`src/design/fbfl_ram.sv`:
```
`timescale 1ns / 1ps

module fbfl_ram #(
    parameter int WIDTH = 8,
    parameter int DEPTH = 16
) (
    input  logic                     aclk,
    input  logic                     we,
    input  logic [$clog2(DEPTH)-1:0] waddr,
    input  logic [WIDTH-1:0]         wdata,
    input  logic [$clog2(DEPTH)-1:0] raddr,
    output logic [WIDTH-1:0]         rdata
);

    logic [WIDTH-1:0] mem [DEPTH];

    // One write port, one registered read port
    always_ff @(posedge aclk) begin
        if (we) begin
            mem[waddr] <= wdata;
        end
        rdata <= mem[raddr];
    end

endmodule

```
`config.mk`:
```
export PLATFORM = sky130hd
export DESIGN_NAME = fbfl_ram
export DESIGN_NICKNAME = d
export VERILOG_FILES = /design/src/design/fbfl_ram.sv
export SDC_FILE = /design/constraint.sdc
export NUM_CORES = 1
export LEC_CHECK = 0
export BUFFER_PORTS_ARGS = -buffer_cell sky130_fd_sc_hd__buf_2
export CORE_UTILIZATION = 65
export CTS_BUF_LIST = sky130_fd_sc_hd__clkbuf_8
export DETAILED_ROUTE_END_ITERATION = 6
export PLACE_DENSITY_LB_ADDON = 0.08
export SETUP_SLACK_MARGIN = 0.3
export SKIP_CTS_REPAIR_TIMING = 1
export SLEW_MARGIN = 10
export SYNTH_ARGS = -nofsm -noshare
export SYNTH_HDL_FRONTEND = slang
export SYNTH_SLANG_ARGS = --single-unit
```
`constraint.sdc`:
```
create_clock -name aclk -period 5.2 [get_ports aclk]
set_input_delay 1.04 -clock aclk [delete_from_list [all_inputs] [get_ports aclk]]
set_output_delay 1.04 -clock aclk [all_outputs]
set_load 0.005 [all_outputs]
```
# Word level (Yosys, flattened, before mapping)
# Memory sizes are Yosys's and may differ from the RTL's. A register that Yosys moved wholly into a read port is not among the register bits.
# Index checks and enable logic that the tools add are counted.
[op_classes]
addsub = 0
mul = 0
n_div = 0
order_cmp = 0
eq_ne = 0
shifts = 0
mux = 2
n_bitwise = 0
reduce_logical = 0
[op_table]
columns = ["operator", "count"]
rows = [
  ["1-bit 2-to-1 mux", 2],
]
[totals]
regBits = 0
latch_bits = 0
mem_bits_rw = 128
rom_bits = 0
elab_cells = 3
mem_count = 1
[memory_table]
columns = ["memory", "words", "width", "read_ports", "rd_ports_with_merged_regs", "wr", "line", "text"]
rows = [
  ["mem", 16, 8, 1, 1, 1, "15", "logic [WIDTH-1:0] mem [DEPTH];"],
]

# Depth between registers and ports, before layout
[depth]
depth_word = 2
ltp_mapped = 5
mapped_depth_nobuf = 3

# Worst setup path after synthesis
# No wires, ideal clock.
[synth_timing]
kind = "input-to-reg"
from = "input port waddr[2]"
to = "memory mem[0][0], enable pin"
setup_time_ns = 0.383
arrival_time_ns = 2.150
required_ns = 4.817
path_slack_ns = 2.667
stages = 2
n_path_buf = 0
cell_sequence = "or3b_2 > nor3_1"
[synth_rtl]
columns = ["item", "line", "text"]
rows = [
  ["from (decl)", "9", "input logic [$clog2(DEPTH)-1:0] waddr,"],
  ["to (decl)", "15", ""],
]
# No word-level cell before the write port.

==> flow_summary.toml <==
[outcome]
status = "completed"

[timing]
min_period_over_period_pct = 49.48
worst_pin_slew_ps = 1177
fmax_mhz = 388.7
skew_ps = 8.532
tns_ps = 0
finalSetupViolCount = 0
min_period_ps = 2573
maxSlewViolCount = 0
rsz0062_at_grt = "false"
hold_viol_final = 0
relSlewSlack_pct = 20.92

[cts]
clkTransAtPathRegs_ps = 80
cts_tree = "yes"
cts-root-buf = "clkbuf_8"
clk_latency_ps = 410
cts_made_buffers = 17
cts.sinks = 136
cts_htree_levels = 4
cts_buffer_depth = 2

[final_layout]
finalNonFillerCells = 380
drive_above_1_share_pct = 27.34
fin_nets = 283
final_common_cell = "edfxtp_1"
final_cell_mix = "edfxtp_1 (128), buf_2 (25), mux4_2 (18)"
num_antenna_cells = 0
area_delta_synth_final_pct = 12.71

[setup_path]
crit_path_top_delay_cell = "buf_2"
critPathLaunchType = "input port"
critPathMaxStageDelay_ps = 760
crit_chain = "buf_2 > mux4_1 > a22oi_1 > nand2_1"
reg2regPathDepth = 3
crit_path_max_fanout = 32
cp-end-kind = "flop"
critPathArrivalTime_ps = 2870
cp.required_ps = 5500
critPathKind = "in2reg"

[hold_path]
holdPathStages = 3
hold_class = "reg2reg"

[yosys]
synth_compound_area_share_pct = 2.333
synthMuxAreaShare_pct = 15.02
syn_inst = 229
synth_top_family_by_area = "multiplexers"
syn_avg_cell_area_um2 = 22.48
synth_fp_nets = 247
yosysSeqAreaShare_pct = 77.78
yosysWarningCount = 0
synth_cell_type_count = 19
netlist_area_um2 = 5147
synth_largest_area_cell = "edfxtp_1"
synth-adder-area-share_pct = 0
synth_top_area_share_pct = 74.67
ys_top_cells_by_area = "edfxtp_1 (75%), mux4_2 (7.9%), mux4_1 (7.1%), dfxtp_1 (3.1%), a22oi_1 (2.3%)"
yosys.area_share.simple_pct = 3.184
synth_seq_cells = 136
synth-xor-area-share_pct = 0

[pwr]
ir_worst_vdd_mv = 0.2517
leakage_uw = 0.001941
powerDensity_nw_per_um2 = 401.3

[route]
drt-met1-wl_um = 3943
wl_met3_um = 809
wl_um = 9138
wl_met2_um = 4222
firstDrtPassIters = 4
detail-route-antenna-nets = 0
dr_total_vias = 2431
vias_per_cell = 6.397
top_layer_used = "met4"
drc = 0
avgRoutedWirePerCell_um = 24.05
drt-initial-drc-count = 221

[placement]
dpl.cell_count = 348
io_buffers = 25
post-dp-hpwl_um = 5592
gp_congestion = 0.7161

[global_routing]
grt_antenna_before_repair = 0
track_usage_pct = 24.58
grt_pass1_vias = 2284
grt_max_degree = 33
overflow = 0
grt_pass1_wl_um = 13790

[flow_run]
maxCapViolations = 0

[die]
dieArea_um2 = 8279
initial_core_util_pct = 66.96
die_h_um = 90.99
fp.dieW_um = 90.99
rows = 32
core_area_um2 = 7687
ios = 26
## metal layers
metal / track usage (%) / vias to the layer above
li1: - / 1046
met3: 5.528 / 13
met1: 39.51 / 1241
met4: 9.524 / 0
met5: 0 / -
met2: 33.65 / 131
## critical path, delay by kind of cell
kind / cells / cell delay (ps)
buffers and inverters: 1 / 760
muxes: 1 / 670
AOI/OAI and AO/OA: 1 / 310
and+or+nand+nor: 1 / 80
## synthesized netlist by cell type (all sizes together)
library cell and number:
nand3 1, and2 1, nor2b 1, or3b 1
clkdlybuf4s25 3, dfxtp 8, nor2 13, nor3 4
a22oi 16, nand2 9, buf 7, and2b 1
nand3b 2, mux4 32, nand2b 2, edfxtp 128
## cell families after synthesis
group | Yosys count
buffers and inverters | 10
AOI/OAI and AO/OA | 16
DFF | 136
and+or+nand+nor | 35
muxes | 32
## layout make-up
class,count,area [um2]
Timing Repair Buffer,27,140.1
Tap cell,102,127.6
Clock buffer,17,234.0
Fill cell,447,1886
Clock inverter,15,234.0
Multi-Input combinational cell,83,1062
Sequential cell,136,4004
## power by group
part           internal, uW  switching, uW
Clock                   614            375
Sequential             1220           7.03
Combinational          43.9           63.8
## state kept, by name (all words and copies together), names as in the netlist
signal and count:
mem 128, rdata 8
## worst paths after layout
path / start / slack (ps) / end
worst min-delay path: mem[8][3] / 680 / rdata[3]
worst max-delay path: raddr[0] / 2630 / rdata[1]
worst max register to register: mem[9][1] / 3800 / rdata[1]
worst min register to register: mem[8][3] / 680 / rdata[3]
## metrics by stage
stage | hold WS [ps] | cell area (um2) | worst slack [ps] | power, uW | utilization (%)
after floorplan | 629.3 | 5147 | 2667 | 1316 | -
final | 683.7 | 5802 | 2627 | 2328 | 75.47
after global placement | 655.0 | 5329 | 2132 | 1360 | 69.32
after global routing | 702.7 | 5802 | 2468 | 2394 | 75.47
after detailed placement | 665.9 | 5329 | 2108 | 1365 | 69.32
after CTS | 689.3 | 5797 | 2515 | 2339 | 75.41
Power figures use the tool's default switching activity.
